<file path="src/sv/sqb_pkg.sv">
// shared types and constants of the sprite quad batcher
package sqb_pkg;

   localparam logic [1:0] OP_BEGIN = 2'd0;
   localparam logic [1:0] OP_DRAW  = 2'd1;
   localparam logic [1:0] OP_END   = 2'd2;
   localparam logic [1:0] OP_NOP   = 2'd3;

   localparam logic [1:0] KIND_VERTEX = 2'd0;
   localparam logic [1:0] KIND_INDEX  = 2'd1;
   localparam logic [1:0] KIND_RANGE  = 2'd2;
   localparam logic [1:0] KIND_ERROR  = 2'd3;

   localparam logic [1:0] ERR_BEGIN = 2'd0;
   localparam logic [1:0] ERR_DRAW  = 2'd1;
   localparam logic [1:0] ERR_END   = 2'd2;

   localparam logic [13:0] LIMIT_CAP   = 14'd8192;
   localparam logic [13:0] LIMIT_RESET = 14'd8192;

   typedef struct packed {
      logic [1:0]         operation;
      logic [15:0]        size_x;
      logic [15:0]        size_y;
      logic signed [15:0] scale_x;
      logic signed [15:0] scale_y;
      logic [15:0]        angle;
      logic signed [23:0] pos_x;
      logic signed [23:0] pos_y;
      logic [15:0]        texture;
   } req_type;

   typedef struct packed {
      logic [1:0]         kind;
      logic signed [23:0] vx;
      logic signed [23:0] vy;
      logic               tex_u;
      logic               tex_v;
      logic [14:0]        slot;
      logic [15:0]        range_texture;
      logic [12:0]        range_first;
      logic [13:0]        range_count;
      logic [15:0]        draw_calls;
      logic [1:0]         error_code;
      logic               last;
   } rsp_type;

   // classified job handed from front to back
   typedef struct packed {
      logic               pre_range;   // range ahead of the sprite (full or texture change) or at end of batch
      logic               sprite;      // vertices and indices follow
      logic               err;
      logic [1:0]         err_code;
      logic [15:0]        range_texture;
      logic [12:0]        range_first;
      logic [13:0]        range_count;
      logic [15:0]        draw_calls;
      logic [12:0]        sprite_index;
      logic [14:0]        half_x;
      logic [14:0]        half_y;
      logic signed [15:0] scale_x;
      logic signed [15:0] scale_y;
      logic [15:0]        angle;
      logic signed [23:0] pos_x;
      logic signed [23:0] pos_y;
   } job_type;

endpackage

</file>
<file path="src/sv/sqb_queue.sv">
// two-entry job queue between front and back
module sqb_queue (
   input  logic            clock,
   input  logic            reset,
   input  logic            in_valid,
   output logic            in_ready,
   input  sqb_pkg::job_type in_data,
   output logic            out_valid,
   input  logic            out_ready,
   output sqb_pkg::job_type out_data
);
   sqb_pkg::job_type mem_ff [2];
   logic       wp_ff, rp_ff;
   logic [1:0] fill_ff;
   logic       push, pop;

   assign in_ready  = fill_ff != 2'd2;
   assign out_valid = fill_ff != 2'd0;
   assign out_data  = mem_ff[rp_ff];
   assign push = in_valid & in_ready;
   assign pop  = out_valid & out_ready;

   always_ff @(posedge clock) begin
      if (push) mem_ff[wp_ff] <= in_data;
      if (reset) begin
         wp_ff <= 1'b0;
         rp_ff <= 1'b0;
         fill_ff <= '0;
      end else begin
         if (push) wp_ff <= ~wp_ff;
         if (pop) rp_ff <= ~rp_ff;
         fill_ff <= fill_ff + {1'b0, push} - {1'b0, pop};
      end
   end
endmodule

</file>
<file path="config.mk">
export PLATFORM = sky130hd
export DESIGN_NAME = sqb_queue
export DESIGN_NICKNAME = d
export VERILOG_FILES = /design/src/sv/sqb_pkg.sv /design/src/sv/sqb_queue.sv
export SDC_FILE = /design/constraint.sdc
export NUM_CORES = 1
export LEC_CHECK = 0
export ABC_CLOCK_PERIOD_IN_PS = 18250
export BUFFER_PORTS_ARGS = -buffer_cell sky130_fd_sc_hd__buf_2
export CAP_MARGIN = 20
export CORE_AREA = 2 2 144 216
export CTS_CLUSTER_DIAMETER = 150
export CTS_CLUSTER_SIZE = 8
export DETAILED_ROUTE_END_ITERATION = 7
export DIE_AREA = 0 0 146 218
export PLACE_DENSITY_LB_ADDON = 0.1
export REMOVE_ABC_BUFFERS = 1
export SLEW_MARGIN = 0
export SYNTH_ARGS = -nofsm -noshare
export SYNTH_HDL_FRONTEND = slang
export SYNTH_SLANG_ARGS = --single-unit
</file>
<file path="constraint.sdc">
create_clock -name clock -period 18.25 [get_ports clock]
set_input_delay 5.475 -clock clock [delete_from_list [all_inputs] [get_ports clock]]
set_output_delay 5.475 -clock clock [all_outputs]
set_load 0.05 [all_outputs]
</file>
# ---- Word level (Yosys, flattened, before mapping)
# Memory sizes are Yosys's and may differ from the RTL's. A register that Yosys moved wholly into a read port is not among the register bits.
# Cells that the tools add are included.
dict set report op_classes {
  add_sub_neg 2
  n_eq_ne 1
  mux 4
  n_bitwise 4
  n_reduce_logical 1
}
# cell n
set ops {}
lappend ops {{$mux 1} 4}
lappend ops {{$add 2x1->2} 1}
lappend ops {{$and 1x1->1} 2}
lappend ops {{$ne 2x2->1 const B} 1}
lappend ops {{$not 1->1} 2}
lappend ops {{$reduce_bool 2->1} 1}
lappend ops {{$sub 2x1->2} 1}
dict set report word_totals {
  register_bits 4
  mem_bits_rw 406
  word_cells 16
  n_memories 1
}
# memory words width read_ports rd_ports_with_merged_regs write_ports line
set mem_list {}
lappend mem_list {mem_ff 2 203 1 1 1 sqb_queue.sv:12} ;# sqb_pkg::job_type mem_ff [2];

# ---- Depth between registers and ports, before layout
# Gate-level depths: netlist of the first run.
dict set report depth {
  depth_word 4
  mapped_depth 8
  mapped_depth_nobuf 8
}

# ---- Worst setup path after synthesis of the first run
# Ideal clock, no wire load.
dict set report synth_timing {
  path_kind {input to register}
  start {input in_valid}
  end {memory mem_ff[0][0] (netlist bit) (enable)}
  t_arrival_ns 13.997
  path_slack_ns 3.482
  path_stages 2
  path_cell_list {nand2_1 nor2_1}
}
dict set report synth_between {
  elab_chain_cells 3
}
# element line
set synth_rtl {}
lappend synth_rtl {{start: declaration} sqb_queue.sv:5} ;# input logic in_valid,
lappend synth_rtl {{$and 1x1->1} sqb_queue.sv:20} ;# assign push = in_valid & in_ready;
lappend synth_rtl {{$mux 1} sqb_queue.sv:24} ;# if (push) mem_ff[wp_ff] <= in_data;
lappend synth_rtl {{$mux 1 (not written as such)} sqb_queue.sv:24}
lappend synth_rtl {{end: declaration} sqb_queue.sv:12}
# Every way passes these cells.

==> results_dict.tcl, run 1 <==
set metrics [dict create \
    crit_path_end_kind "output pin" \
    grt_overflow_total 0 \
    power.density_nw_per_um2 166 \
    clk_pin_slew_ps 50 \
    grt_start_max_net_pins 77 \
    core_area_um2 30100 \
    start_util_pct 51.9 \
    crit_required_ps 12770 \
    wl_per_cell_um 20.9 \
    cts_tree "yes" \
    place_ws_ps 9550 \
    ys_ff_latch 411 \
    io_pins 412 \
    seq_area_um2 12300 \
    ys_seq_area_share_pct 78.9 \
    drt_iter0_drc 424 \
    worstPathCellList "buf_4 > buf_4 > mux2_2 > buf_2" \
    final_common_cell "buf_2" \
    postCtsSetupRepairBufs 0 \
    fill_cells 2202 \
    drt-pass1-iter-count 4 \
    setup-violations-final 0 \
    slew_violations 0 \
    drtAntennaViolNets 0 \
    maxSlewHeadroom_pct 28.5 \
    globalplace.congestion 0.813 \
    worstSetupPathType "flip-flop to output pin" \
    grt_first_pass_wirelength_um 46500 \
    cts_resized 0 \
    grtUsageTotal_pct 19.6 \
    worstReg2RegStart "fill_ff[0]" \
    die_area_um2 31800 \
    min_period_over_period_pct 50.6 \
    maxCapViolations 0 \
    cts_max_level 2 \
    critical_path.startpoint_type "flip-flop" \
    worstPathArrival_ps 3750 \
    multi_input_area_um2 3060 \
    max_freq_mhz 108 \
    drc 0 \
    drive_gt1_share_pct 60.5 \
    cp_slowest_cell "dfxtp_4" \
    place_inst 1452 \
    antenna_found_initial 13 \
    hp-class "flip-flop to flip-flop" \
    final_nets 1321 \
    stdcell_count 1548 \
    dpl.hpwl_um 21700 \
    cts.sinks 411 \
    path_max_fanout 51 \
    drt-total-wl_um 32300 \
    setup-tns-final_ps 0 \
    power_leakage_nw 7.67 \
    setup_ws_ps 9020 \
    synth_warnings 0 \
    cts-root-buf "clkbuf_16" \
    fin_crit_ps 9230 \
    hold_buffers 0 \
    crit_top_cell "buf_4" \
    io_buffer_count 411 \
    cts_inserted_buffers 57 \
    peakVddDrop_uv 111 \
    grt_pass1_vias 8136 \
    mostFrequentLayoutCells "buf_2, edfxtp_1, mux2_4, clkbuf_16, mux2_2" \
    synth_cell_types 18 \
    slowest_delay_ps 840 \
    synth_area_um2 15600 \
    routed-via-count 7731 \
    die_y_um 218 \
    holdWs_ps 509 \
    status "completed" \
    rsz0062_at_grt "no" \
    holdCritStartpoint "rp_ff" \
    hold_violations 0 \
    viasPerCell 4.99 \
    clock_path_buffers 3 \
    area_delta_synth_final_pct 25.8 \
    fp.dieW_um 146 \
    clock-skew-final_ps 21.1 \
    tightest_slew_ps 1070 \
    row_count 78 \
    syn_avg_cell_area_um2 23.8 \
    clock_latency_ps 570 \
    postSynthCellCount 656 \
]
[cell families after synthesis]
family                     share of synthesized area, %
xor gates and xnor gates                          0.169
and+or+nand+nor                                   0.345
muxes                                              18.8
DFF                                                78.9
AOI/OAI and AO/OA                                0.0482
buffers and inverters                              1.59
adders and majority gates                         0.161
[critical path, delay by kind of cell (launching register included)]
family                 cells  cell delay (ps)
DFF                        1              840
muxes                      1              420
buffers and inverters      3             1790
[layer usage]
layer  share of wire, %  GRT usage, %
met1                 33          19.8
met2                 54          35.2
met3                8.0          6.69
met4                4.1          10.8
met5               0.12             0
[Yosys cell counts]
master	number	share of area, %
buf_6	19	1.4
buf_8	1	0.096
xnor2_1	2	0.11
o21a_1	1	0.048
nor2b_1	2	0.080
nor2_1	5	0.12
mux2_4	170	16
mux2_2	34	2.5
dfxtp_1	5	0.64
buf_2	3	0.096
edfxtp_1	406	78
or2_2	1	0.040
xor2_1	1	0.056
nand2b_1	1	0.040
inv_1	1	0.024
and3_1	1	0.040
ha_1	2	0.16
nand2_1	1	0.024
[state kept, by name (all words and copies together), names as in the netlist, named ones only]
signal	count
mem_ff	406
fill_ff	2
rp_ff	1
wp_ff	1
[power breakdown]
group	leakage (nW)	total, mW	switching [mW]	internal, mW
registers	3.84	1.24	0.0490	1.19
clock network	0.760	0.932	0.352	0.580
logic	3.07	1.08	0.742	0.334
total	7.67	3.25	1.14	2.10
[cell type report]
type / count / area share, %
Inverter: 1 / 0.0191
Timing Repair Buffer: 420 / 10.9
Multi-Input combinational cell: 221 / 15.6
Clock inverter: 2 / 0.0829
Clock buffer: 83 / 7.99
Tap cell: 400 / 2.55
Sequential cell: 411 / 62.7
Antenna cell: 10 / 0.128
[path summary, 6_finish.rpt]
kind / end / slack, ps / cells past startpoint
min: flip-flop / 510 / 2
max reg2reg: mem_ff[0][144] / 15260 / 5
max: out_data[25] / 9020 / 4
min reg2reg: flip-flop / 510 / 2
[per-stage QoR]
stage	util, %	total power, mW	cell area (um^2)
final	65.2	3.25	19600
after global routing	65.2	3.36	19600
after CTS	65.1	3.28	19600
after detailed placement	59.8	2.34	18000
after global placement	59.8	2.33	18000
after floorplan	-	2.25	15300
No activity file was read; power rests on OpenSTA's default activity.
==> run 2: changes to the inputs <==
--- a/config.mk
+++ b/config.mk
@@ -5,14 +5,14 @@
 export SDC_FILE = /design/constraint.sdc
 export NUM_CORES = 1
 export LEC_CHECK = 0
-export ABC_CLOCK_PERIOD_IN_PS = 18250
+export ABC_CLOCK_PERIOD_IN_PS = 8400
 export BUFFER_PORTS_ARGS = -buffer_cell sky130_fd_sc_hd__buf_2
 export CAP_MARGIN = 20
-export CORE_AREA = 2 2 144 216
+export CORE_AREA = 2 2 152 229
 export CTS_CLUSTER_DIAMETER = 150
 export CTS_CLUSTER_SIZE = 8
 export DETAILED_ROUTE_END_ITERATION = 7
-export DIE_AREA = 0 0 146 218
+export DIE_AREA = 0 0 154 231
 export PLACE_DENSITY_LB_ADDON = 0.1
 export REMOVE_ABC_BUFFERS = 1
 export SLEW_MARGIN = 0
==> constraint.sdc (replaced) <==
create_clock -name clock -period 8.4 [get_ports clock]
set_input_delay 2.52 -clock clock [delete_from_list [all_inputs] [get_ports clock]]
set_output_delay 2.52 -clock clock [all_outputs]
set_load 0.05 [all_outputs]
==> run 2 against run 1 <==
Clock power increased by 120%. Cell count increased by 1.3%. Non-clock buffer count unchanged. Critical path type unchanged. Largest cell class unchanged. Largest power group unchanged. Highest routed layer unchanged.
==> results_dict.tcl, run 2 (synthesis results as in run 1) <==
set metrics [dict create \
    drt_iter0_drc 317 \
    mostFrequentLayoutCells "buf_2, edfxtp_1, mux2_4, clkbuf_16, mux2_2" \
    grt_pass1_vias 8152 \
    crit_path_end_kind "output pin" \
    cts_max_level 2 \
    finalPower_mw 7.05 \
    drt-pass1-iter-count 6 \
    fin_crit_ps 5130 \
    slew_violations 0 \
    start_util_pct 46.2 \
    antenna_found_initial 9 \
    critical_path.startpoint_type "flip-flop" \
    drtAntennaViolNets 0 \
    worstSetupPathType "flip-flop to output pin" \
    globalplace.congestion 0.732 \
    peakVddDrop_uv 234 \
    worstPathArrival_ps 2610 \
    crit_required_ps 5880 \
    maxSlewHeadroom_pct 31.1 \
    regMostFlops "mem_ff" \
    cts_inserted_buffers 57 \
    grtUsageMet3_pct 6.70 \
    place_inst 1478 \
    cts-root-buf "clkbuf_16" \
    postCtsSetupRepairBufs 0 \
    setup-violations-final 0 \
    wl_per_cell_um 19.9 \
    rsz0062_at_grt "no" \
    stdcell_count 1568 \
    path_max_fanout 103 \
    min_period_over_period_pct 61.1 \
    grtUsageMet2_pct 30.1 \
    final_common_cell "buf_2" \
    io_buffer_count 411 \
    viasPerCell 4.88 \
    row_count 83 \
    largest_reg_flops 406 \
    hp-class "flip-flop to flip-flop" \
    combPwrFrac_pct 33.5 \
    fp.dieW_um 154 \
    intPower_mw 4.57 \
    cts_tree "yes" \
    clock_path_buffers 3 \
    area_delta_synth_final_pct 26.0 \
    cts_resized 0 \
    clock-skew-final_ps 18.9 \
    io_pins 412 \
    p_sw_mw 2.49 \
    grt_overflow_total 0 \
    gr-usage-met1_pct 17.5 \
    clock_latency_ps 570 \
    grt_start_max_net_pins 130 \
    power_leakage_nw 7.67 \
    status "completed" \
    maxCapViolations 0 \
    tightest_slew_ps 1030 \
    p_clk_share_pct 28.7 \
    p_sw_share_pct 35.2 \
    die_area_um2 35600 \
    dpl.hpwl_um 20200 \
    grt_first_pass_wirelength_um 45700 \
    fill_cells 2591 \
    drc 0 \
    grtUsageTotal_pct 17.0 \
    max_freq_mhz 195 \
    final_nets 1321 \
    holdWs_ps 535 \
    drt-total-wl_um 31100 \
    hold_buffers 0 \
    top_regs "mem_ff x406, fill_ff x2" \
    top_usage_layer "met2" \
    die_y_um 231 \
    pwr-share-seq_pct 37.8 \
    power.density_nw_per_um2 359 \
    cts.sinks 411 \
    clk_pin_slew_ps 50 \
    drive_gt1_share_pct 60.5 \
    core_area_um2 33800 \
    hold_violations 0 \
    routed-via-count 7644 \
]
[run 2: area by class of cell]
| cell class | count | area [um^2] | share of cell area [%] |
|---|---|---|---|
| sequential | 411 | 12300 | 62.6 |
| multi-input combinational | 221 | 3060 | 15.6 |
| timing repair buffer | 420 | 2150 | 10.9 |
| clock buffer | 83 | 1570 | 7.98 |
| tap | 425 | 532 | 2.71 |
| clock inverter | 2 | 16.3 | 0.0828 |
| antenna | 5 | 12.5 | 0.0637 |
| inverter | 1 | 3.75 | 0.0191 |
[run 2: layer usage]
metal	routed length [um]	share of wire, %	vias to the layer above
met1	10700	34	3730
li1	-	-	3536
met3	2640	8.5	75
met4	1060	3.4	8
met2	16700	54	295
met5	47	0.15	-
[run 2: per-stage QoR]
stage / cell area [um^2] / TNS, ps / worst slack, ps / utilization [%]
3_5_place_dp: 18000 / 0 / 3540 / 53.5
5_1_grt: 19600 / 0 / 3130 / 58.2
3_3_place_gp: 18000 / 0 / 3510 / 53.5
2_1_floorplan: 15300 / -1132400 / -3410 / -
4_1_cts: 19600 / 0 / 3230 / 58.1
6_report: 19600 / 0 / 3270 / 58.2
[run 2: power groups by stage]
stage | clock network [mW] | registers [mW] | logic [mW]
global placement | 0 | 2.69 | 2.39
floorplan | 0 | 2.88 | 2.01
CTS | 2.09 | 2.67 | 2.40
global route | 2.16 | 2.69 | 2.46
detailed placement | 0 | 2.71 | 2.39
finish | 2.03 | 2.66 | 2.36
[run 2: worst max-delay path, stage by stage, from the launching register on]
cell and delay (ps):
dfxtp_4 650, buf_12 600, mux2_2 410, buf_2 210
[run 2: worst paths after layout]
kind	startpoint	to	slack [ps]	depth (start not counted)
worst max-delay path	flip-flop	out_data[31]	3270	3
worst min-delay path	rp_ff	rp_ff	530	2
worst max register to register	fill_ff[0]	mem_ff[0][3]	5710	5
worst min register to register	rp_ff	rp_ff	530	2
