File: config.mk
export PLATFORM = sky130hd
export DESIGN_NAME = sqb_front
export DESIGN_NICKNAME = d
export VERILOG_FILES = /design/src/sv/sqb_pkg.sv /design/src/sv/sqb_front.sv
export SDC_FILE = /design/constraint.sdc
export NUM_CORES = 1
export LEC_CHECK = 0
export BUFFER_PORTS_ARGS = -buffer_cell sky130_fd_sc_hd__clkbuf_2
export CAP_MARGIN = 20
export CORE_AREA = 2 2 143 145
export CTS_BUF_LIST = sky130_fd_sc_hd__clkbuf_16
export DETAILED_ROUTE_END_ITERATION = 10
export DIE_AREA = 0 0 145 147
export PLACE_DENSITY_LB_ADDON = 0.08
export SLEW_MARGIN = 25
export SYNTH_ARGS = -nofsm -noshare
export SYNTH_HDL_FRONTEND = slang
export SYNTH_SLANG_ARGS = --single-unit
File: constraint.sdc
create_clock -name clock -period 9.7 [get_ports clock]
set_input_delay 1.94 -clock clock [delete_from_list [all_inputs] [get_ports clock]]
set_output_delay 1.94 -clock clock [all_outputs]
set_load 0.02 [all_outputs]
File: src/sv/sqb_pkg.sv
// shared types and constants of the sprite quad batcher
package sqb_pkg;

   localparam logic [1:0] OP_BEGIN = 2'd0;
   localparam logic [1:0] OP_DRAW  = 2'd1;
   localparam logic [1:0] OP_END   = 2'd2;
   localparam logic [1:0] OP_NOP   = 2'd3;

   localparam logic [1:0] KIND_VERTEX = 2'd0;
   localparam logic [1:0] KIND_INDEX  = 2'd1;
   localparam logic [1:0] KIND_RANGE  = 2'd2;
   localparam logic [1:0] KIND_ERROR  = 2'd3;

   localparam logic [1:0] ERR_BEGIN = 2'd0;
   localparam logic [1:0] ERR_DRAW  = 2'd1;
   localparam logic [1:0] ERR_END   = 2'd2;

   localparam logic [13:0] LIMIT_CAP   = 14'd8192;
   localparam logic [13:0] LIMIT_RESET = 14'd8192;

   typedef struct packed {
      logic [1:0]         operation;
      logic [15:0]        size_x;
      logic [15:0]        size_y;
      logic signed [15:0] scale_x;
      logic signed [15:0] scale_y;
      logic [15:0]        angle;
      logic signed [23:0] pos_x;
      logic signed [23:0] pos_y;
      logic [15:0]        texture;
   } req_type;

   typedef struct packed {
      logic [1:0]         kind;
      logic signed [23:0] vx;
      logic signed [23:0] vy;
      logic               tex_u;
      logic               tex_v;
      logic [14:0]        slot;
      logic [15:0]        range_texture;
      logic [12:0]        range_first;
      logic [13:0]        range_count;
      logic [15:0]        draw_calls;
      logic [1:0]         error_code;
      logic               last;
   } rsp_type;

   // classified job handed from front to back
   typedef struct packed {
      logic               pre_range;   // range ahead of the sprite (full or texture change) or at end of batch
      logic               sprite;      // vertices and indices follow
      logic               err;
      logic [1:0]         err_code;
      logic [15:0]        range_texture;
      logic [12:0]        range_first;
      logic [13:0]        range_count;
      logic [15:0]        draw_calls;
      logic [12:0]        sprite_index;
      logic [14:0]        half_x;
      logic [14:0]        half_y;
      logic signed [15:0] scale_x;
      logic signed [15:0] scale_y;
      logic [15:0]        angle;
      logic signed [23:0] pos_x;
      logic signed [23:0] pos_y;
   } job_type;

endpackage

File: src/sv/sqb_front.sv
// front end: batch state, classification of requests into jobs
module sqb_front (
   input  logic            clock,
   input  logic            reset,
   input  logic            csr_we,
   input  logic [13:0]     csr_data,
   input  logic            req_valid,
   output logic            req_ready,
   input  sqb_pkg::req_type req_data,
   output logic            job_valid,
   input  logic            job_ready,
   output sqb_pkg::job_type job_data
);
   logic [13:0] limit_ff, limit_in;
   logic        drawing_ff, drawing_in;
   logic [13:0] count_ff, count_in;
   logic [12:0] start_ff, start_in;
   logic [15:0] rtex_ff, rtex_in;
   logic [15:0] calls_ff, calls_in;
   logic [13:0] lim;
   logic [13:0] cnt;
   logic [12:0] st;
   logic        full, change;
   logic [15:0] calls_inc;
   sqb_pkg::job_type j;
   logic        emit;

   assign req_ready = job_ready;
   assign calls_inc = (calls_ff == 16'hFFFF) ? calls_ff : calls_ff + 16'd1;

   always_comb begin
      lim = limit_ff;
      if (lim > sqb_pkg::LIMIT_CAP) lim = sqb_pkg::LIMIT_CAP;
      if (lim == 14'd0) lim = 14'd1;
   end

   always_comb begin
      drawing_in = drawing_ff;
      count_in   = count_ff;
      start_in   = start_ff;
      rtex_in    = rtex_ff;
      calls_in   = calls_ff;
      limit_in   = csr_we ? csr_data : limit_ff;
      j          = '0;
      emit       = 1'b0;
      full       = 1'b0;
      change     = 1'b0;
      cnt        = count_ff;
      st         = start_ff;
      j.half_x   = req_data.size_x[15:1];
      j.half_y   = req_data.size_y[15:1];
      j.scale_x  = req_data.scale_x;
      j.scale_y  = req_data.scale_y;
      j.angle    = req_data.angle;
      j.pos_x    = req_data.pos_x;
      j.pos_y    = req_data.pos_y;
      j.range_texture = rtex_ff;
      j.range_first   = start_ff;
      j.range_count   = count_ff - {1'b0, start_ff};
      j.draw_calls    = calls_inc;
      unique case (req_data.operation)
         sqb_pkg::OP_BEGIN: begin
            if (drawing_ff) begin
               emit = 1'b1;
               j.err = 1'b1;
               j.err_code = sqb_pkg::ERR_BEGIN;
            end else begin
               drawing_in = 1'b1;
               count_in = '0;
               start_in = '0;
               calls_in = '0;
            end
         end
         sqb_pkg::OP_DRAW: begin
            emit = 1'b1;
            if (!drawing_ff) begin
               j.err = 1'b1;
               j.err_code = sqb_pkg::ERR_DRAW;
            end else begin
               j.sprite = 1'b1;
               full = count_ff >= lim;
               if (full) begin
                  cnt = '0;
                  st = '0;
               end
               if (cnt == 14'd0) begin
                  st = '0;
               end else if (req_data.texture != rtex_ff) begin
                  change = 1'b1;
                  st = cnt[12:0];
               end
               j.pre_range = full | change;
               if (full | change) calls_in = calls_inc;
               rtex_in = req_data.texture;
               start_in = st;
               j.sprite_index = cnt[12:0];
               count_in = cnt + 14'd1;
            end
         end
         sqb_pkg::OP_END: begin
            if (!drawing_ff) begin
               emit = 1'b1;
               j.err = 1'b1;
               j.err_code = sqb_pkg::ERR_END;
            end else begin
               drawing_in = 1'b0;
               if (count_ff != 14'd0) begin
                  emit = 1'b1;
                  j.pre_range = 1'b1;
                  calls_in = calls_inc;
               end
               count_in = '0;
               start_in = '0;
            end
         end
         default: ;
      endcase
   end

   logic acc;
   assign acc = req_valid & req_ready;

   always_ff @(posedge clock) begin
      if (reset) begin
         limit_ff   <= sqb_pkg::LIMIT_RESET;
         drawing_ff <= 1'b0;
         count_ff   <= '0;
         start_ff   <= '0;
         rtex_ff    <= '0;
         calls_ff   <= '0;
      end else begin
         limit_ff <= limit_in;
         if (acc) begin
            drawing_ff <= drawing_in;
            count_ff   <= count_in;
            start_ff   <= start_in;
            rtex_ff    <= rtex_in;
            calls_ff   <= calls_in;
         end
      end
   end

   assign job_valid = acc & emit;
   assign job_data  = j;
endmodule

-- Word level (Yosys, flattened, before mapping)
Index checks and enable logic that the tools add are counted.
- register bits after elaboration: 74
- input port bits: 165
- output and inout port bits: 205
- logic and storage cells: 77
- add/subtract/negate cells: 3
- order comparisons: 2
- equal/unequal tests: 10
- muxes and demuxes: 42
- bitwise logic cells: 3
- reductions and logical operators: 11
- operators by type and width (operator ; number):
    $mux 14 ; 8
    $mux 13 ; 8
    $mux 16 ; 6
    $pmux 16 s3 ; 1
    $pmux 14 s3 ; 1
    $pmux 13 s3 ; 1
    $logic_not 14->1 ; 2
    $add 16x1->16 const B ; 1
    $eq 16x16->1 const B ; 1
    $ne 16x16->1 ; 1
    $add 14x1->14 const B ; 1
    $ge 14x14->1 ; 1
    $gt 14x14->1 const B ; 1
    $reduce_bool 14->1 ; 1
    $sub 14x13->14 ; 1
    $ne 2x2->1 const B ; 5
    $mux 1 ; 9
    $mux 3 ; 3
    $pmux 3 s3 ; 1
    $reduce_and 7->1 ; 1
    $reduce_and 6->1 ; 1
    $reduce_and 5->1 ; 1
    $ne 4x4->1 const B ; 1
    $pmux 1 s2 ; 2
    other kinds (11) ; 12

-- Longest topological paths before layout
Gate-level depths: netlist of run 1.
- depth in word-level cells: 16
- mapped depth: 20
- depth with buffers taken out: 17

-- Worst setup path before layout of run 1
No wires, ideal clock.
- path type: input port to output port
- start point: input req_data[145] (netlist name)
- end point: output job_data[129] (netlist name)
- data arrival time: 3134 ps
- required time: 7760 ps
- slack: 4626 ps
- stages on the path: 6
- path buffers: 2
- cell sequence: inv_1 ha_1 buf_6 and2_1 clkbuf_1 and3_1
- RTL lines (item ; RTL line ; source):
    start: declaration ; sqb_front.sv:9 ; input sqb_pkg::req_type req_data,
    end: declaration ; sqb_front.sv:12 ; output sqb_pkg::job_type job_data

==> impl_metrics.ini, run 1 <==
[worst_setup_path]
crit_type = flip-flop to output pin
cp_data_required_time_ps = 7760
crit_path_end_kind = output pin
cp-start-kind = flip-flop
crit_arrival_ps = 4060
critical_path_peak_fanout = 17

[clock_network]
ctsRootBufferMaster = clkbuf_16
cts-buffers-inserted = 9
insertion_delay_ps = 350
clk_pin_slew_ps = 60
clk_path_buf_depth = 2
tritoncts = built
ctsHoldBuffers = 0
post-cts-setup-buffers = 0
h-tree-depth = 3
cts.sink_count = 74
post_cts_resized = 0

[sta]
skew_ps = 8.214
worst_pin_slew_ps = 885.1
setup_violations = 0
timing.final.crit_share = 0.6188
post-route-min-period_ps = 6002
rsz0062_at_grt = no
hold_violations = 0
fin_setup_tns_ps = 0
drv_slew = 0
max-slew-margin-rel = 0.4100
fmax_mhz = 166.6
setup_slack_ps = 3698

[floorplan]
io_pins = 370
die_h_um = 147
die_area_um2 = 21320
fp-row-count = 52
start_util = 0.2874
dieWidth_um = 145
core_area_um2 = 19840

[synth]
ys.flop_type = dfxtp_1
synth_commonest_cells = buf_4 (128), nand2_1 (86), dfxtp_1 (74), nand3_1 (42), a21oi_1 (40)
synth_area_leaders = dfxtp_1 (26%), buf_4 (17%), ha_1 (7.5%)
yosysMostFrequentCell = buf_4
synth.top_cell.area_share = 0.2598
syn_nets = 928
yosys.area.top_type = dfxtp_1
synth_edf_count = 0
synthCells = 728
synth_cell_types = 63
synth_area_um2 = 5703
async_flop_share = 0
ys_seq_area_frac = 0.2598
ys_seq_elements = 74
yosysWarnings = 0
synth.avg_cell_area_um2 = 7.834

[final_layout]
layout-drive-gt1-share = 0.2037
fill_cells = 2163
fin_nets = 897
multi_input_area_um2 = 3018
areaGrowthSynthToFinish_pct = 2.633
seqCellArea_um2 = 1481
diodes = 0

[place]
preCtsSetupSlack_ps = 4042
portBuffers = 115
hpwl_mm = 14.29
gp_congestion = 0.8430

[detailed_routing]
ant_nets = 0
drtIter0Drc = 255
wl_per_cell_um = 19.12
drt-vias-per-instance = 4.832
routed_wl_mm = 18.58
drcViolationCount = 0
drtPass1Iterations = 4
vias = 4697

[run_status]
status = finished, final reports clean

[job]
drv_cap = 0

[power_and_ir_drop]
leakage_nw = 2.558
power.density_nw_per_um2 = 123.5
fin_total_pwr_w = 0.0007231
ir_worst_vdd_v = 0.00006710

[global_routing]
grt_usage = 0.1706
grt_overflow = 0
antenna_found_initial = 0
grt_pass1_vias = 4575
grt_max_degree = 66
grt_pass1_wl_mm = 28.13

[worst_hold_path]
worstHoldPathType = flip-flop to flip-flop
-- stage by stage --
step	instance area (um^2)	instances	hold slack, ps	utilization
after global routing	5853	972	507.7	0.2950
after global placement	5538	956	461.4	0.2791
final	5853	972	480.4	0.2950
after detailed placement	5545	956	477.4	0.2794
after floorplan	5703	728	458.4	-
after CTS	5847	972	487.9	0.2946
-- kinds of logic (layout without fill, tap and decap cells) --
group / count (synthesis) / in the layout / synth area share
simple gates: 249 / 249 / 0.2183
fa+ha+maj: 35 / 35 / 0.07810
mux: 17 / 17 / 0.03049
flops: 74 / 74 / 0.2598
compound gates: 123 / 123 / 0.1406
buf+inv: 192 / 166 / 0.2143
xor+xnor: 38 / 38 / 0.05836
-- report_power, final --
group          leakage (nW)  switching (W)  internal (W)   total, W
clock network         0.142       0.000147      0.000201   0.000348
logic                  1.82      0.0000415     0.0000217  0.0000632
registers             0.599     0.00000387      0.000308   0.000312
total                  2.56       0.000193      0.000531   0.000723
-- final cells by class --
class	instances	area share
Clock inverter	7	0.01304
Sequential cell	74	0.2531
Timing Repair Buffer	117	0.1009
Inverter	33	0.02116
Multi-Input combinational cell	462	0.5156
Tap cell	270	0.05772
Clock buffer	9	0.03848
-- layout by cell type, fill, tap and decap left out, types with 3 or more instances in the layout --
| master | count |
|---|---|
| clkbuf_2 | 115 |
| nand2_1 | 86 |
| dfxtp_1 | 74 |
| nand3_1 | 42 |
| a21oi_1 | 40 |
| ha_1 | 34 |
| inv_1 | 32 |
| nor2_1 | 32 |
| xor2_1 | 27 |
| and3_1 | 22 |
| o31ai_1 | 19 |
| mux2i_1 | 14 |
| o21ai_0 | 12 |
| xnor2_1 | 11 |
| nor4_1 | 10 |
| nor3_1 | 10 |
| clkbuf_16 | 9 |
| a31oi_1 | 8 |
| nor2b_1 | 7 |
| o21a_1 | 6 |
| and2_1 | 6 |
| nand4_1 | 5 |
| a21o_1 | 5 |
| or3_1 | 5 |
| or4_1 | 5 |
| and4_1 | 4 |
| a31o_1 | 4 |
| o211ai_1 | 4 |
| o21ai_1 | 4 |
| nor4b_1 | 3 |
-- layer usage --
metal	wire length [um]	vias to the layer above	GRT usage
met5	0	-	0.002273
met4	393	0	0.05792
met3	2037	47	0.08447
met2	8686	227	0.2757
met1	7467	2091	0.1967
li1	-	2332	-
-- worst max-delay path, stage by stage, from the launching register on --
cell,delay (ps)
dfxtp_1,330
nor4_1,300
nand4_1,150
nand2_1,110
nand2_1,80
ha_1,270
and4_1,210
o21a_1,100
o311ai_1,350
and3b_1,590
and2_1,250
inv_1,50
ha_1,190
nand2_1,60
nand2_1,130
nand2_1,110
a21oi_1,70
nor2_1,150
clkbuf_2,190
-- state kept, by name, indices dropped and copies added (netlist names) --
register / count
calls_ff: 16
rtex_ff: 16
count_ff: 14
limit_ff: 14
start_ff: 13
drawing_ff: 1
-- final timing paths --
| path | from | end | slack (ps) | cells after the start |
|---|---|---|---|---|
| max | limit_ff[6]$_SDFFE_PP0P_ | job_data[202] | 3700 | 18 |
| min | start_ff[0]$_SDFFE_PP0P_ | start_ff[0]$_SDFFE_PP0P_ | 480 | 2 |
| max reg2reg | limit_ff[6]$_SDFFE_PP0P_ | calls_ff[0]$_SDFFE_PP0P_ | 5190 | 17 |
| min reg2reg | start_ff[0]$_SDFFE_PP0P_ | start_ff[0]$_SDFFE_PP0P_ | 480 | 2 |
Power figures use the tool's default switching activity.
==> inputs of run 2 (changes only) <==
CORE_AREA = 2 2 145 147   (was 2 2 143 145)
DIE_AREA = 0 0 147 149   (was 0 0 145 147)
clock period = 6.3 ns   (was 9.7 ns; I/O delays follow)
==> run 2 against run 1 <==
Cell area increased by 1.1%; register-to-register slack got worse by 3400 ps; combinational power increased by 54%; via count rose by 2.0%; largest cell class unchanged; die area increased by 2.8%; hold slack lost 10 ps; highest routed layer unchanged; global-route usage fell by 2.2 points; sequential power is 54% higher; critical endpoint unchanged; critical path type unchanged; count of clock-buffer cells in the layout unchanged; core utilization is 0.71 points lower; sequential share of layout area fell by 0.28 points; clock skew barely moved.
==> impl_metrics.ini, run 2 (same netlist as run 1, synthesis figures left out) <==
[run_status]
status = finished, final reports clean

[sta]
hold_violations = 0
worst_pin_slew_ps = 1033
skew_ps = 8.711
timing.final.crit_share = 0.8518
fin_setup_tns_ps = 0
fmax_mhz = 186.4
drv_slew = 0
max-slew-margin-rel = 0.3074
setup_violations = 0
post-route-min-period_ps = 5366
rsz0062_at_grt = no

[floorplan]
die_area_um2 = 21900
start_util = 0.2774
fp-row-count = 53
dieWidth_um = 147
io_pins = 370
core_area_um2 = 20560
die_h_um = 149

[clock_network]
h-tree-depth = 3
clk_pin_slew_ps = 60
insertion_delay_ps = 350
cts-buffers-inserted = 9
tritoncts = built
post_cts_resized = 0
ctsRootBufferMaster = clkbuf_16
cts.sink_count = 74
clk_path_buf_depth = 2
ctsHoldBuffers = 0
post-cts-setup-buffers = 0

[worst_hold_path]
hold_start = start_ff[0]$_SDFFE_PP0P_
holdPathStages = 2
worst_hold_path.endpoint = start_ff[0]$_SDFFE_PP0P_
worstHoldPathType = flip-flop to flip-flop

[detailed_routing]
routed_wl_mm = 16.38
wl_per_cell_um = 16.71
drcViolationCount = 0
drtIter0Drc = 244
vias = 4790
ant_nets = 0
drt-vias-per-instance = 4.888
drtPass1Iterations = 4

[final_layout]
layout_common_cells = clkbuf_2 (115), nand2_1 (86), dfxtp_1 (74), nand3_1 (42), a21oi_1 (40)
layout-drive-gt1-share = 0.2057
areaGrowthSynthToFinish_pct = 3.774
utilization = 0.2879
fin_nets = 900
mostFrequentLayoutCell = clkbuf_2
largestRegisters = calls_ff: 16 flops, rtex_ff: 16 flops
diodes = 0

[worst_setup_path]
crit_arrival_ps = 4110
crit_path_frequent_cell = nand2_1
r2r_cells = 17
cp_slowest_stage_delay_ps = 620
cp-start-kind = flip-flop
critical_path.cell_chain = nor4_1, nand4_1, nand2_1, nand2_1, ha_1, and4_1, o21a_1, o311ai_1, and3b_1, and2_1, inv_1, ha_1, nand2_1, nand2_1, nand2_1, a21oi_1, nor2_1, clkbuf_2
crit_slowest_cell = and3b_1
rrSetupSlack_ps = 1780
reg2reg_to = calls_ff[8]$_SDFFE_PP0P_
cp_data_required_time_ps = 5040
crit_path_end_kind = output pin
path_delay_family = simple AND/OR/NAND/NOR gates
crit_type = flip-flop to output pin
critical_path_peak_fanout = 17
r2r-start = limit_ff[6]$_SDFFE_PP0P_
crit_buf_inv = 2

[global_routing]
grt_max_degree = 45
grt_overflow = 0
grt_pass1_wl_mm = 25.76
grt_pass1_vias = 4677
grt_usage = 0.1486
antenna_found_initial = 0

[power_and_ir_drop]
power.density_nw_per_um2 = 199.9
ir_worst_vdd_v = 0.0001088
leakage_nw = 2.592

[place]
gp_congestion = 0.7973
hpwl_mm = 12.19
portBuffers = 115

[job]
drv_cap = 0
run 2: changes by cell type in the layout (fill, tap and decap cells not counted), sizes merged:
| cell | delta |
|---|---|
| buf | +3 |
| bufinv | +2 |
| clkinvlp | -1 |
| inv | -1 |
run 2: per-layer routing:
metal	global-route usage	vias up	part of all wire
li1	-	2337	-
met1	0.1833	2211	0.44
met2	0.2455	172	0.46
met3	0.04648	70	0.073
met4	0.05288	0	0.025
met5	0	-	0
run 2: how the worst max path moves through the flow:
stage | startpoint | endpoint | slack [ps] | cells after the start
after floorplan | limit_ff[0]$_SDFFE_PP0P_ | job_data[202] | 2020 | 18
after CTS | limit_ff[0]$_SDFFE_PP0P_ | job_data[202] | 910 | 18
after detailed placement | limit_ff[0]$_SDFFE_PP0P_ | job_data[202] | 1290 | 18
after global placement | limit_ff[6]$_SDFFE_PP0P_ | job_data[202] | 1330 | 18
after global routing | limit_ff[0]$_SDFFE_PP0P_ | job_data[202] | 590 | 18
final | limit_ff[6]$_SDFFE_PP0P_ | job_data[202] | 930 | 18
run 2: power breakdown:
group / total (W) / leakage (nW) / internal, W / switching (W)
Combinational: 0.0000973 / 1.83 / 0.0000333 / 0.0000640
Clock: 0.000606 / 0.167 / 0.000387 / 0.000219
Sequential: 0.000480 / 0.599 / 0.000474 / 0.00000585
run 2: worst reg2reg max path, stage by stage, from the launching register on:
cell,delay [ps]
dfxtp_1,330
nor4_1,300
nand4_1,150
nand2_1,110
nand2_1,70
ha_1,270
and4_1,210
o21a_1,100
o311ai_1,380
and3b_1,620
and2_1,260
inv_1,50
ha_1,190
nand2_1,70
nand2_1,100
a21bo_1,520
or4_1,540
a31oi_1,160
run 2: cell type report:
cell class	instances	area, um^2
Sequential cell	74	1481
Multi-Input combinational cell	462	3012
Tap cell	275	344.1
Fill cell	2280	14640
Clock inverter	7	118.9
Timing Repair Buffer	120	613.1
Clock buffer	9	225.2
Inverter	33	123.9
run 2: through the flow:
step           setup slack, ps  total power [W]  cell area [um^2]  instances  hold WS [ps]
2_1_floorplan             2020        0.0006700              5703        728         458.4
3_3_place_gp              1326        0.0005872              5567        964         462.1
3_5_place_dp              1294        0.0005893              5574        964         463.9
4_1_cts                  906.0         0.001212              5918        980         471.2
5_1_grt                  586.2         0.001237              5918        980         502.5
6_report                 933.8         0.001183              5918        980         470.4
==> inputs of run 3 (changes only) <==
==> constraint.sdc (replaced) <==
create_clock -name clock -period 6.3 [get_ports clock]
set_input_delay 1.26 -clock clock [delete_from_list [all_inputs] [get_ports clock]]
set_output_delay 1.26 -clock clock [all_outputs]
set_load 0.01 [all_outputs]
==> run 3 against run 2 <==
Wire length is essentially flat; critical endpoint unchanged; register-to-register slack better by 40 ps; cell area down 0.99%; power is 7.4% lower; via count fell by 1.1%; hold slack better by 7.4 ps; critical path type unchanged; clock power down 14%; core utilization is 0.29 points lower.
==> impl_metrics.ini, run 3 (same netlist as run 1, synthesis figures left out) <==
[floorplan]
io_pins = 370
core_area_um2 = 20560
dieWidth_um = 147
die_h_um = 149
fp-row-count = 53
start_util = 0.2774
die_area_um2 = 21900

[final_layout]
areaGrowthSynthToFinish_pct = 2.742
fill_cells = 2293
finalInstanceArea_um2 = 5859
layout_common_cells = clkbuf_2 (115), nand2_1 (86), dfxtp_1 (74), nand3_1 (42), a21oi_1 (40)
diodes = 0
layout-drive-gt1-share = 0.2043
fin_nets = 900
mostFrequentLayoutCell = clkbuf_2
largestRegisters = calls_ff: 16 flops, rtex_ff: 16 flops

[place]
hpwl_mm = 12.11
place_area_um2 = 5574
preCtsSetupSlack_ps = 1313
portBuffers = 115
gp_congestion = 0.7979

[worst_setup_path]
cp_slowest_stage_delay_ps = 590
cp_data_required_time_ps = 5040
path_delay_family = simple AND/OR/NAND/NOR gates
crit_arrival_ps = 4030
crit_type = flip-flop to output pin
crit_buf_inv = 2
cp-start-kind = flip-flop
critical_path.cell_chain = nor4_1, nand4_1, nand2_1, nand2_1, ha_1, and4_1, o21a_1, o311ai_1, and3b_1, and2_1, inv_1, ha_1, nand2_1, nand2_1, nand2_1, a21oi_1, nor2_1, clkbuf_2
crit_slowest_cell = and3b_1
crit_path_frequent_cell = nand2_1
crit_path_end_kind = output pin
critical_path_peak_fanout = 17

[power_and_ir_drop]
power.density_nw_per_um2 = 187.0
leakage_nw = 2.565
ir_worst_vdd_v = 0.0001370
fin_total_pwr_w = 0.001096

[sta]
rsz0062_at_grt = no
setup_slack_ps = 1011
hold_violations = 0
skew_ps = 15.04
setup_violations = 0
fin_setup_tns_ps = 0
worst_pin_slew_ps = 970.9
max-slew-margin-rel = 0.3492
timing.final.crit_share = 0.8396
drv_slew = 0
post-route-min-period_ps = 5289
fmax_mhz = 189.1
holdWs_ps = 477.8

[global_routing]
grt_pass1_vias = 4531
grt_overflow = 0
grt_pass1_wl_mm = 25.12
antenna_found_initial = 0
grt_max_degree = 45
grt_usage = 0.1459

[detailed_routing]
vias = 4738
wl_met1_mm = 7.426
wl_met3_mm = 1.167
wl_per_cell_um = 16.70
highest_layer = met4
drtPass1Iterations = 5
ant_nets = 0
routed_wl_mm = 16.36
wl_met2_mm = 7.251
drtIter0Drc = 257
drt-vias-per-instance = 4.835
drcViolationCount = 0

[clock_network]
tritoncts = built
post-cts-setup-buffers = 0
ctsHoldBuffers = 0
cts-buffers-inserted = 9
cts.sink_count = 74
ctsRootBufferMaster = clkbuf_16
clk_path_buf_depth = 2
post_cts_resized = 0
h-tree-depth = 3
clk_pin_slew_ps = 60
insertion_delay_ps = 360

[worst_hold_path]
worstHoldPathType = flip-flop to flip-flop

[run_status]
status = finished, final reports clean

[job]
drv_cap = 0
==> run 3: changes by cell type in the layout (fill, tap and decap cells not counted) <==
cell	delta
inv_1	-1
clkinv_2	+3
clkinv_1	+2
clkinv_4	-2
bufinv_16	-2
==> run 3: layer usage <==
metal  global-route usage  vias up
met4              0.06875        0
met3              0.04373       77
met5                    0        -
met2               0.2300      158
li1                     -     2339
met1               0.1835     2164
==> run 3: final cells by class <==
type,count,area (um^2),share of cell area
inverter,33,123.9,0.02114
clock inverter,7,60.06,0.01025
sequential,74,1481,0.2528
multi-input combinational,462,3012,0.5140
timing repair buffer,120,613.1,0.1046
clock buffer,9,225.2,0.03844
tap,275,344.1,0.05872
==> run 3: per-stage QoR <==
stage	util	instances
after detailed placement	0.2712	964
after global placement	0.2708	964
after floorplan	-	728
final	0.2850	980
after global routing	0.2850	980
after CTS	0.2850	980
==> run 3: tightest hold or removal path, stage by stage (launching register included) <==
cell,delay (ps)
dfxtp_1,320
nand2_1,60
o21ai_1,50
==> run 3: worst paths after layout <==
path,end,slack (ps),startpoint,cells past startpoint
worst max-delay path,job_data[202],1010,limit_ff[6]$_SDFFE_PP0P_,18
worst min-delay path,start_ff[0]$_SDFFE_PP0P_,480,start_ff[0]$_SDFFE_PP0P_,2
worst max register to register,calls_ff[8]$_SDFFE_PP0P_,1820,limit_ff[6]$_SDFFE_PP0P_,17
worst min register to register,start_ff[0]$_SDFFE_PP0P_,480,start_ff[0]$_SDFFE_PP0P_,2
==> run 3: report_power, final <==
group	internal [W]	total (W)	switching, W
sequential	0.000474	0.000480	0.00000582
clock	0.000302	0.000521	0.000219
combinational	0.0000333	0.0000949	0.0000616
